<file path="src/hw/rtl/stt_pkg.sv">
package stt_pkg;

    localparam int ID_W    = 5;
    localparam int COUNT_W = 32;
    localparam int MASK_W  = 32;

    typedef enum logic [2:0] {
        ACT_TICK  = 3'd0,
        ACT_SET   = 3'd1,
        ACT_KILL  = 3'd2,
        ACT_GET   = 3'd3,
        ACT_DELAY = 3'd4
    } action_t;

    typedef enum logic [2:0] {
        ST_IDLE,
        ST_EXEC,
        ST_GET_WAIT,
        ST_TICK,
        ST_FINISH
    } state_t;

endpackage

</file>
<file path="src/hw/rtl/stt_count_ram.sv">
module stt_count_ram
    import stt_pkg::*;
#(
    parameter int DEPTH = 8,
    parameter int AW    = 3
)
(
    input  logic               clk,
    input  logic               we,
    input  logic [AW-1:0]      waddr,
    input  logic [COUNT_W-1:0] wdata,
    input  logic               re,
    input  logic [AW-1:0]      raddr,
    output logic [COUNT_W-1:0] rdata
);

    logic [COUNT_W-1:0] mem [DEPTH];
    logic [COUNT_W-1:0] rdata_reg;

    always_ff @(posedge clk)
    begin
        if (we)
        begin
            mem[waddr] <= wdata;
        end
    end

    always_ff @(posedge clk)
    begin
        if (re)
        begin
            rdata_reg <= mem[raddr];
        end
    end

    assign rdata = rdata_reg;

endmodule

</file>
<file path="src/hw/rtl/stt_slot_search.sv">
module stt_slot_search
    import stt_pkg::*;
#(
    parameter int NUM_SLOTS = 8,
    parameter int IW        = 3
)
(
    input  logic [ID_W-1:0] flags [NUM_SLOTS],
    input  logic [ID_W-1:0] id,
    output logic            match_hit,
    output logic [IW-1:0]   match_idx,
    output logic            free_hit,
    output logic [IW-1:0]   free_idx
);

    // Scanning downward leaves the lowest matching or free slot selected.
    always_comb
    begin
        match_hit = 1'b0;
        match_idx = '0;
        free_hit  = 1'b0;
        free_idx  = '0;
        for (int i = NUM_SLOTS - 1; i >= 0; i--)
        begin
            if (flags[i] == id)
            begin
                match_hit = 1'b1;
                match_idx = IW'(i);
            end
            if (flags[i] == '0)
            begin
                free_hit = 1'b1;
                free_idx = IW'(i);
            end
        end
    end

endmodule

</file>
<file path="src/hw/rtl/soft_timer_table_core.sv">
// Table of countdown timers with one delay counter.
// Input channel (in_valid / in_stall) carries action, timer_id and time_value;
// a transaction is taken when in_valid is high and in_stall is low. Each input
// transaction produces exactly one result transaction on the output channel
// (out_valid / out_stall): fired_mask, read_time, found, table_full and
// delay_active.
// From input acceptance to out_valid, set, kill, load delay and unused actions
// pass through ST_EXEC and ST_FINISH; get adds ST_GET_WAIT for one count memory
// read, and a tick runs ST_TICK, which sweeps the count memory with one read and
// one write-back per cycle. The next input is taken the cycle after a result is
// loaded, and no new input is taken while an earlier one is still in progress.
// The result sits in an output register; a stalled receiver holds it, and a
// new input may still be accepted and processed up to the point where its
// result is ready, where the block waits until the register is free.
// Reset frees every slot, clears the delay counter and empties the output
// register. Counts live in a memory that needs no clearing pass.
module soft_timer_table_core
    import stt_pkg::*;
#(
    parameter int NUM_SLOTS = 8
)
(
    input  logic               clk,
    input  logic               rst_n,
    input  logic               in_valid,
    output logic               in_stall,
    input  logic [2:0]         action,
    input  logic [ID_W-1:0]    timer_id,
    input  logic [COUNT_W-1:0] time_value,
    output logic               out_valid,
    input  logic               out_stall,
    output logic [MASK_W-1:0]  fired_mask,
    output logic [COUNT_W-1:0] read_time,
    output logic               found,
    output logic               table_full,
    output logic               delay_active
);

    localparam int IW = (NUM_SLOTS > 1) ? $clog2(NUM_SLOTS) : 1;
    localparam int CW = $clog2(NUM_SLOTS + 1);

    state_t             state_reg, state_next;
    action_t            act_reg;
    logic [ID_W-1:0]    id_reg;
    logic [COUNT_W-1:0] tval_reg;

    logic [ID_W-1:0]    flag_reg  [NUM_SLOTS];
    logic [ID_W-1:0]    flag_next [NUM_SLOTS];
    logic [COUNT_W-1:0] delay_reg, delay_next;

    logic [CW-1:0]      tick_cnt_reg, tick_cnt_next;
    logic               proc_vld_reg, proc_vld_next;
    logic [IW-1:0]      proc_idx_reg, proc_idx_next;

    logic [MASK_W-1:0]  res_fired_reg, res_fired_next;
    logic [COUNT_W-1:0] res_time_reg, res_time_next;
    logic               res_found_reg, res_found_next;
    logic               res_full_reg, res_full_next;

    logic               out_valid_reg, out_valid_next;
    logic [MASK_W-1:0]  fired_mask_reg, fired_mask_next;
    logic [COUNT_W-1:0] read_time_reg, read_time_next;
    logic               found_reg, found_next;
    logic               table_full_reg, table_full_next;
    logic               delay_active_reg, delay_active_next;

    logic               mem_we;
    logic [IW-1:0]      mem_waddr;
    logic [COUNT_W-1:0] mem_wdata;
    logic               mem_re;
    logic [IW-1:0]      mem_raddr;
    logic [COUNT_W-1:0] mem_rdata;

    logic               match_hit, free_hit;
    logic [IW-1:0]      match_idx, free_idx;
    logic               in_take;

    stt_count_ram #(
        .DEPTH (NUM_SLOTS),
        .AW    (IW)
    ) u_count_ram (
        .clk   (clk),
        .we    (mem_we),
        .waddr (mem_waddr),
        .wdata (mem_wdata),
        .re    (mem_re),
        .raddr (mem_raddr),
        .rdata (mem_rdata)
    );

    stt_slot_search #(
        .NUM_SLOTS (NUM_SLOTS),
        .IW        (IW)
    ) u_slot_search (
        .flags     (flag_reg),
        .id        (id_reg),
        .match_hit (match_hit),
        .match_idx (match_idx),
        .free_hit  (free_hit),
        .free_idx  (free_idx)
    );

    assign in_stall = (state_reg != ST_IDLE);
    assign in_take  = in_valid && !in_stall;

    always_ff @(posedge clk or negedge rst_n)
    begin
        if (!rst_n)
        begin
            state_reg        <= ST_IDLE;
            delay_reg        <= '0;
            tick_cnt_reg     <= '0;
            proc_vld_reg     <= 1'b0;
            out_valid_reg    <= 1'b0;
            for (int i = 0; i < NUM_SLOTS; i++)
            begin
                flag_reg[i] <= '0;
            end
        end
        else
        begin
            state_reg        <= state_next;
            delay_reg        <= delay_next;
            tick_cnt_reg     <= tick_cnt_next;
            proc_vld_reg     <= proc_vld_next;
            out_valid_reg    <= out_valid_next;
            for (int i = 0; i < NUM_SLOTS; i++)
            begin
                flag_reg[i] <= flag_next[i];
            end
        end
    end

    always_ff @(posedge clk)
    begin
        if (in_take)
        begin
            act_reg  <= action_t'(action);
            id_reg   <= timer_id;
            tval_reg <= time_value;
        end
        proc_idx_reg     <= proc_idx_next;
        res_fired_reg    <= res_fired_next;
        res_time_reg     <= res_time_next;
        res_found_reg    <= res_found_next;
        res_full_reg     <= res_full_next;
        fired_mask_reg   <= fired_mask_next;
        read_time_reg    <= read_time_next;
        found_reg        <= found_next;
        table_full_reg   <= table_full_next;
        delay_active_reg <= delay_active_next;
    end

    always_comb
    begin
        state_next        = state_reg;
        flag_next         = flag_reg;
        delay_next        = delay_reg;
        tick_cnt_next     = tick_cnt_reg;
        proc_vld_next     = proc_vld_reg;
        proc_idx_next     = proc_idx_reg;
        res_fired_next    = res_fired_reg;
        res_time_next     = res_time_reg;
        res_found_next    = res_found_reg;
        res_full_next     = res_full_reg;
        out_valid_next    = out_valid_reg && out_stall;
        fired_mask_next   = fired_mask_reg;
        read_time_next    = read_time_reg;
        found_next        = found_reg;
        table_full_next   = table_full_reg;
        delay_active_next = delay_active_reg;
        mem_we            = 1'b0;
        mem_waddr         = '0;
        mem_wdata         = tval_reg;
        mem_re            = 1'b0;
        mem_raddr         = '0;

        unique case (state_reg)
            ST_IDLE:
            begin
                if (in_take)
                begin
                    state_next = ST_EXEC;
                end
            end

            ST_EXEC:
            begin
                res_fired_next = '0;
                res_time_next  = '0;
                res_found_next = 1'b0;
                res_full_next  = 1'b0;
                state_next     = ST_FINISH;
                unique case (act_reg)
                    ACT_TICK:
                    begin
                        if (delay_reg != '0)
                        begin
                            delay_next = delay_reg - COUNT_W'(1);
                        end
                        tick_cnt_next = '0;
                        proc_vld_next = 1'b0;
                        state_next    = ST_TICK;
                    end
                    ACT_SET:
                    begin
                        if (id_reg != '0)
                        begin
                            if (match_hit)
                            begin
                                res_found_next = 1'b1;
                                mem_we         = 1'b1;
                                mem_waddr      = match_idx;
                            end
                            else if (free_hit)
                            begin
                                flag_next[free_idx] = id_reg;
                                mem_we              = 1'b1;
                                mem_waddr           = free_idx;
                            end
                            else
                            begin
                                res_full_next = 1'b1;
                            end
                        end
                    end
                    ACT_KILL:
                    begin
                        if (id_reg != '0 && match_hit)
                        begin
                            res_found_next       = 1'b1;
                            flag_next[match_idx] = '0;
                        end
                    end
                    ACT_GET:
                    begin
                        if (id_reg != '0 && match_hit)
                        begin
                            res_found_next = 1'b1;
                            mem_re         = 1'b1;
                            mem_raddr      = match_idx;
                            state_next     = ST_GET_WAIT;
                        end
                    end
                    ACT_DELAY:
                    begin
                        delay_next = tval_reg;
                    end
                    default:
                    begin
                    end
                endcase
            end

            ST_GET_WAIT:
            begin
                res_time_next = mem_rdata;
                state_next    = ST_FINISH;
            end

            // Read slot k while writing back slot k - 1 from the previous read.
            ST_TICK:
            begin
                if (proc_vld_reg && flag_reg[proc_idx_reg] != '0)
                begin
                    if (mem_rdata != '0)
                    begin
                        mem_we    = 1'b1;
                        mem_waddr = proc_idx_reg;
                        mem_wdata = mem_rdata - COUNT_W'(1);
                    end
                    else
                    begin
                        res_fired_next = res_fired_reg
                                       | (MASK_W'(1) << flag_reg[proc_idx_reg]);
                        flag_next[proc_idx_reg] = '0;
                    end
                end
                if (tick_cnt_reg < CW'(NUM_SLOTS))
                begin
                    mem_re        = 1'b1;
                    mem_raddr     = tick_cnt_reg[IW-1:0];
                    proc_vld_next = 1'b1;
                    proc_idx_next = tick_cnt_reg[IW-1:0];
                    tick_cnt_next = tick_cnt_reg + CW'(1);
                end
                else
                begin
                    proc_vld_next = 1'b0;
                    state_next    = ST_FINISH;
                end
            end

            ST_FINISH:
            begin
                if (!out_valid_reg || !out_stall)
                begin
                    out_valid_next    = 1'b1;
                    fired_mask_next   = res_fired_reg;
                    read_time_next    = res_time_reg;
                    found_next        = res_found_reg;
                    table_full_next   = res_full_reg;
                    delay_active_next = (delay_reg != '0);
                    state_next        = ST_IDLE;
                end
            end

            default:
            begin
                state_next = ST_IDLE;
            end
        endcase
    end

    assign out_valid    = out_valid_reg;
    assign fired_mask   = fired_mask_reg;
    assign read_time    = read_time_reg;
    assign found        = found_reg;
    assign table_full   = table_full_reg;
    assign delay_active = delay_active_reg;

    a_result_from_finish: assert property (@(posedge clk) disable iff (!rst_n)
        $rose(out_valid_reg) |-> $past(state_reg == ST_FINISH))
        else $error("result appeared without a finished transaction");

    a_found_full_exclusive: assert property (@(posedge clk) disable iff (!rst_n)
        out_valid_reg |-> !(found_reg && table_full_reg))
        else $error("found and table_full both set");

    a_no_zero_flag_fired: assert property (@(posedge clk) disable iff (!rst_n)
        out_valid_reg |-> !fired_mask_reg[0])
        else $error("timer number zero fired");

    a_ram_no_collision: assert property (@(posedge clk) disable iff (!rst_n)
        (mem_we && mem_re) |-> (mem_waddr != mem_raddr))
        else $error("count memory read and write hit the same slot");

    a_sweep_in_range: assert property (@(posedge clk) disable iff (!rst_n)
        (state_reg == ST_TICK) |-> (tick_cnt_reg <= CW'(NUM_SLOTS)))
        else $error("tick sweep ran past the last slot");

endmodule

</file>
<file path="config.mk">
export PLATFORM = sky130hd
export DESIGN_NAME = soft_timer_table_core
export DESIGN_NICKNAME = d
export VERILOG_FILES = /design/src/hw/rtl/stt_pkg.sv /design/src/hw/rtl/stt_count_ram.sv /design/src/hw/rtl/stt_slot_search.sv /design/src/hw/rtl/soft_timer_table_core.sv
export SDC_FILE = /design/constraint.sdc
export NUM_CORES = 1
export LEC_CHECK = 0
export ABC_AREA = 1
export BUFFER_PORTS_ARGS = -buffer_cell sky130_fd_sc_hd__buf_2
export CORE_UTILIZATION = 40
export CTS_BUF_LIST = sky130_fd_sc_hd__clkbuf_8
export CTS_CLUSTER_DIAMETER = 150
export CTS_CLUSTER_SIZE = 14
export DETAILED_ROUTE_END_ITERATION = 12
export PLACE_DENSITY = 0.68
export SLEW_MARGIN = 25
export SYNTH_ARGS = -nofsm -noshare
export SYNTH_HDL_FRONTEND = slang
export SYNTH_SLANG_ARGS = --single-unit
</file>
<file path="constraint.sdc">
create_clock -name clk -period 4.1 [get_ports clk]
set_input_delay 0.205 -clock clk [delete_from_list [all_inputs] [get_ports clk]]
set_output_delay 0.205 -clock clk [all_outputs]
set_load 0.005 [all_outputs]
</file>
* After elaboration in Yosys (flattened, before gate mapping) *
Memory sizes are Yosys's and may differ from the RTL's. A register that Yosys moved wholly into a read port is not among the register bits.
Cells that the tools add are included.

operators by class
  reductions and logical operators = 39
  shifts and indexed selects = 1
  multiplexer cells = 100
  equal/unequal tests = 29
  order comparisons = 7
  bitwise logic cells = 10
  add/sub/neg operators = 3

operators with widths
  cell                                                 count
  2-to-1 mux 40 bit                                    6
  2-to-1 mux 32 bit                                    6
  case mux 32 bit (2 select lines)                     3
  case mux 40 bit (2 select lines)                     2
  2-to-1 mux 3 bit                                     29
  AND 40 bit                                           2
  NOT 40 bit                                           2
  nonzero test 32 bit                                  2
  subtractor 32 x 1 -> 32 bit (second input constant)  2
  demux 5 bit (select 3 bit)                           3
  bitwise mux 40 bit                                   1
  == test 5 bit                                        8
  logical NOT 5 bit                                    8
  2-to-1 mux 1 bit                                     33
  bitwise OR 32 bit                                    1
  << shifter 1 x 5 -> 32 bit (first input constant)    1
  2-to-1 mux 5 bit                                     5
  case mux 3 bit (2 select lines)                      3
  binary-select mux 5 bit (select 3 bit)               1
  case mux 3 bit (5 select lines)                      1
  inequality test 2 bit (second input constant)        7
  == test 3 x 2 -> 1 bit (second input constant)       4
  >= comparator 4 bit (second input constant)          3
  < comparator 4 x 1 -> 1 bit (second input constant)  3
  24 further kinds                                     53

word-level totals
  bits in registers = 257
  input bits = 44
  memory bits (writable) = 256
  memories = 1

memory list
  memory           words  width  read ports  clocked after memory_dff  wr ports  RTL line             text
  u_count_ram.mem  8      32     1           1                         1         stt_count_ram.sv:17  logic [COUNT_W-1:0] mem [DEPTH];

* Depth between registers and ports, before layout *
  depth after elaboration = 20
  gate-level depth with buffers = 22
  mapped depth without buffers = 19

* By module *
From an unflattened synthesis, not the netlist that was laid out.

second synthesis, totals
  cells, all modules = 2,824
  area, all modules = 26,335.3 um^2

modules (own cells, without submodules)
  module                 cells an instance  sequential area each (um^2)  area an instance (um^2)  instances
  soft_timer_table_core  1,513              7,312.0                      13,304.0                 1
  stt_count_ram          1,156              8,648.3                      12,192.9                 1
  stt_slot_search        155                0.0                          838.3                    1

* Worst setup path before layout *
OpenSTA, ideal clock, no wires.

  kind = reg-to-reg
  start = register state_reg[1]
  end = register delay_active_reg (netlist: delay_active) (enable)
  cell stages (with the launch flop) = 6
  path buffers = 0
  clock period less this slack = 4.476 ns
  setup time = 0.514 ns
  arrival time = 3.962 ns
  slack = -0.376 ns
  path through = dfrtp_1 nor2_1 inv_1 nor2_1 inv_1 a21oi_1

on the way
  cells in the longest elaborated chain, start to end = 2

ends and longest elaborated chain
  element                        RTL line                      text
  start: declaration             soft_timer_table_core.sv:42   state_t state_reg, state_next;
  start signal: assignment       soft_timer_table_core.sv:122  state_reg <= state_next;
  == test 3 bit                  soft_timer_table_core.sv:178  unique case (state_reg)
  AND reduction 2 bit (no line)  -
  end signal: assignment         soft_timer_table_core.sv:151  delay_active_reg <= delay_active_next;
  end: declaration               soft_timer_table_core.sv:65   logic delay_active_reg, delay_active_next;

Every way passes these cells.
A chain may end at the register's enable or synchronous reset.

* Worst setup path in the final report *
  start = register u_count_ram.rdata_reg[25] (netlist: u_count_ram.rdata[25]), read port of u_count_ram.mem
  end = memory u_count_ram.mem[0][7] (enable)

on the way
  cells in the longest elaborated chain, start to end = 6
  elaborated cells between the ends (all ways) = 9

ends and longest elaborated chain
  element                                 RTL line                      text
  start: declaration                      stt_count_ram.sv:18           logic [COUNT_W-1:0] rdata_reg;
  nonzero test 32 bit (*)                 soft_timer_table_core.sv:266  if (mem_rdata != '0)
  2-to-1 mux 1 bit                        soft_timer_table_core.sv:266
  2-to-1 mux 1 bit                        soft_timer_table_core.sv:264  if (proc_vld_reg && flag_reg[proc_idx_reg] != '0)
  case mux 1 bit (2 select lines)         soft_timer_table_core.sv:178
  2-to-1 mux 1 bit                        stt_count_ram.sv:22           if (we)
  2-to-1 mux 1 bit (not written as such)  stt_count_ram.sv:24           mem[waddr] <= wdata;
  end: declaration                        stt_count_ram.sv:17

Every way passes the cells marked *; elsewhere a longest branch is shown, timed or not.

==> results.md <==
* Status: finished clean
* Post-Synth Adder-Cell Area at 0.146%
* Post-Synth XOR/XNOR Area at 1.77%
* Post-synth top area share at 54.1%
* I/O pin count at 113
* Tot GR Track Use at 20.7%
* Worst-path clk slew at 0.10 ns
* Largest fanout on the critical path at 19
* Seq cells post-synth at 545
* Top area cells in the synthesized netlist: edfxtp_1, nand2_1, dfrtp_1
* P_leak at 0.0125 uW
* Initial antenna violation count at 4
* Post-synthesis mux area share at 0.0388%
* Post-CTS setup buffer count at 0
* Unique masters post-synth at 46
* DR vias at 19100
* Post-synth top flop: edfxtp_1
* Row count at 92
* Synthesized Nets at 2761
* Max_cap viols at 0
* First DRT Iteration DRCs at 2056
* DRC at 0
* Post-CTS sizing at 0
* GP Congestion at 0.980
* Post-synthesis sequential area ratio at 61.9%
* Power per cell area at 506 nW/um2
* Wire per inst at 18.1 um
* Gate power share at 26.8%
* Input/output buffers at 112
* Worst Setup Start Kind: flop
* WP data required at 4.43 ns
* Simple-gate share of the synthesized area at 22.6%
* Seq pwr share at 53.9%
* CTS tree: built
* Most numerous cell in the Yosys netlist: nand2_1
* Min Tclk post-route at 3.75 ns
* Via density at 5.10
* Drt first pass iters at 5
* Largest net degree at the start of global routing at 68
* RSZ-0062 raised after global routing: false
* CTS root buf: clkbuf_8
* Clock power share at 19.2%
* Class of the worst hold path: primary input to async pin
* Fin. Hold Viols at 0
* Fmax at 0.266 GHz
* YS warnings at 0
* Number of global-route vias before repair at 18100
* H-tree levels at 2
* Setup WS post-layout at 0.347 ns
* Worst vdd ir at 0.000258 V
* Total Nets Final at 2923
* Die H at 256 um
* Initial Util at 40.6%
* # setup viols final at 0
* Layout area overhead at 11.5%
* Area fraction in compound gates after synthesis at 5.09%
* Clock latency on the worst-skew pair at 0.70 ns
* Post-synthesis instance total at 2714
* DRT antenna net count at 0
* Clock Sinks at 545
* Skew final at 0.0676 ns
* Max-Slew Margin vs Limit at 31.0%
* Net Switching at 5170 uW
* Layout cells sized above 1 at 9.55%
* Die footprint at 65500 um2
* Die width at 256 um
* Hold buffers post-CTS at 44
* Setup CP Type: flop to flop
* WL final at 68.0 mm
* Global-route wire length before repair at 105 mm
* Post-synth top area cell: edfxtp_1
* CTS buffer count at 44
* Cell Int Power at 9380 uW
* Mapped Area at 25800 um2
* Most frequent cells after synthesis: nand2_1, edfxtp_1, inv_1
* Post-DP HPWL at 45.3 mm
* Final hold slack at 0.0687 ns
* Sw frac at 35.6%
* Avg Cell Area, Syn at 9.50 um2
* Fin util at 45.3%
* Worst-path cell chain: nor2_1, inv_1, nor3_1, nand4_1, nor3_1, nor2_1, nand3_2, o21ai_0, a21oi_1, nand2_1, nor2_4, buf_4
* CP endpoint kind: flop
* Largest family of logic cells by synthesized area: simple AND/OR/NAND/NOR gates
* Arrival @ worst endpoint at 4.08 ns
* Fillers at 5917
* Final Cycle Share at 91.5%
* CP peak stage delay at 0.64 ns
* Max Root-Sink Buffers at 3
* Critical Path Slowest Stage Cell: nor3_1
* FFs w/ async S/R, synth at 14.9%
* Slew Viols, Final at 0
* Slew @ Worst Pin at 1.02 ns
* Total global routing overflow at 0
* Core area at 63400 um2
* EDFF count, synth at 464
* Setup_tns at 0 ns
* Max FFs per register at 256
* Pre-CTS setup slack at 0.412 ns
* Final Power at 14600 uW
## worst paths after layout
| kind | start | endpoint | slack, ns | cells after the start |
|---|---|---|---|---|
| max | u_count_ram.rdata[25]$_DFFE_PP_ | u_count_ram.mem[0][7]$_DFFE_PP_ | 0.35 | 12 |
| min | rst_n | flag_reg[30]$_DFFE_PN0P_ | 0.07 | 2 |
| min reg2reg | res_time_reg[16]$_SDFFCE_PN0P_ | read_time[16]$_DFFE_PP_ | 0.43 | 0 |
| min in group clk | action[2] | act_reg[2]$_DFFE_PP_ | 0.23 | 2 |
| max in group asynchronous | rst_n | delay_reg[11]$_DFFE_PN0P_ | 3.06 | 3 |
| max reg2reg | u_count_ram.rdata[25]$_DFFE_PP_ | u_count_ram.mem[0][7]$_DFFE_PP_ | 0.35 | 12 |
## cell families after synthesis
family / Yosys count
mux: 1
fa+ha+maj: 3
xor+xnor: 52
buf+inv: 550
flops: 545
simple gates: 1335
compound gates: 228
## worst max-delay path: cells and delay by family, from the launching register on
kind	cells	cell delay, ns
DFF	1	0.49
and+or+nand+nor	8	1.92
AOI/OAI and AO/OA	2	0.58
buffers and inverters	2	0.37
## power by group through the flow
stage,registers (uW),clock network [uW],logic [uW]
after CTS,7840,2890,3870
final,7850,2800,3900
after global routing,7930,3060,4320
after global placement,7940,0,3780
after floorplan,7720,0,2610
after detailed placement,7950,0,3830
## final cells by class
type / count / area [um2] / share of cell area [%]
diodes: 1 / 2.50 / 0.00871
clock buffers: 45 / 619 / 2.15
clock inverters: 25 / 111 / 0.387
repair buffers: 212 / 1540 / 5.35
flip-flops and latches: 545 / 16000 / 55.5
inverters: 454 / 1710 / 5.94
multi-input cells: 1619 / 7750 / 27.0
well taps: 846 / 1060 / 3.68
## metal layers
layer	vias up	global-route usage, %	part of all wire, %
met1	8931	27.8	41
met4	0	7.12	3.2
met3	145	3.05	8.1
li1	9177	-	-
met5	-	0	0
met2	847	34.3	47
## cell usage in the layout (no fill, tap or decap), types with 12 or more instances in the layout
cell and n:
nand4_1 12, edfxtp_1 464, nand2_1 723, nand3_1 312, a21oi_1 53, o22ai_1 57, dfrtp_1 81, clkbuf_8 45
nor3_1 25, buf_2 111, inv_1 469, a31oi_1 12, dlygate4sd3_1 44, buf_4 48, nor4_1 13, nor2_1 199
o21ai_0 81, xor2_1 43
## metrics by stage
step | instance area, um2 | std cells
finish | 28700 | 3747
global route | 28700 | 3747
CTS | 28700 | 3746
detailed placement | 27600 | 3632
global placement | 27600 | 3632
floorplan | 25800 | 2714
No activity file was read; power rests on OpenSTA's default activity.
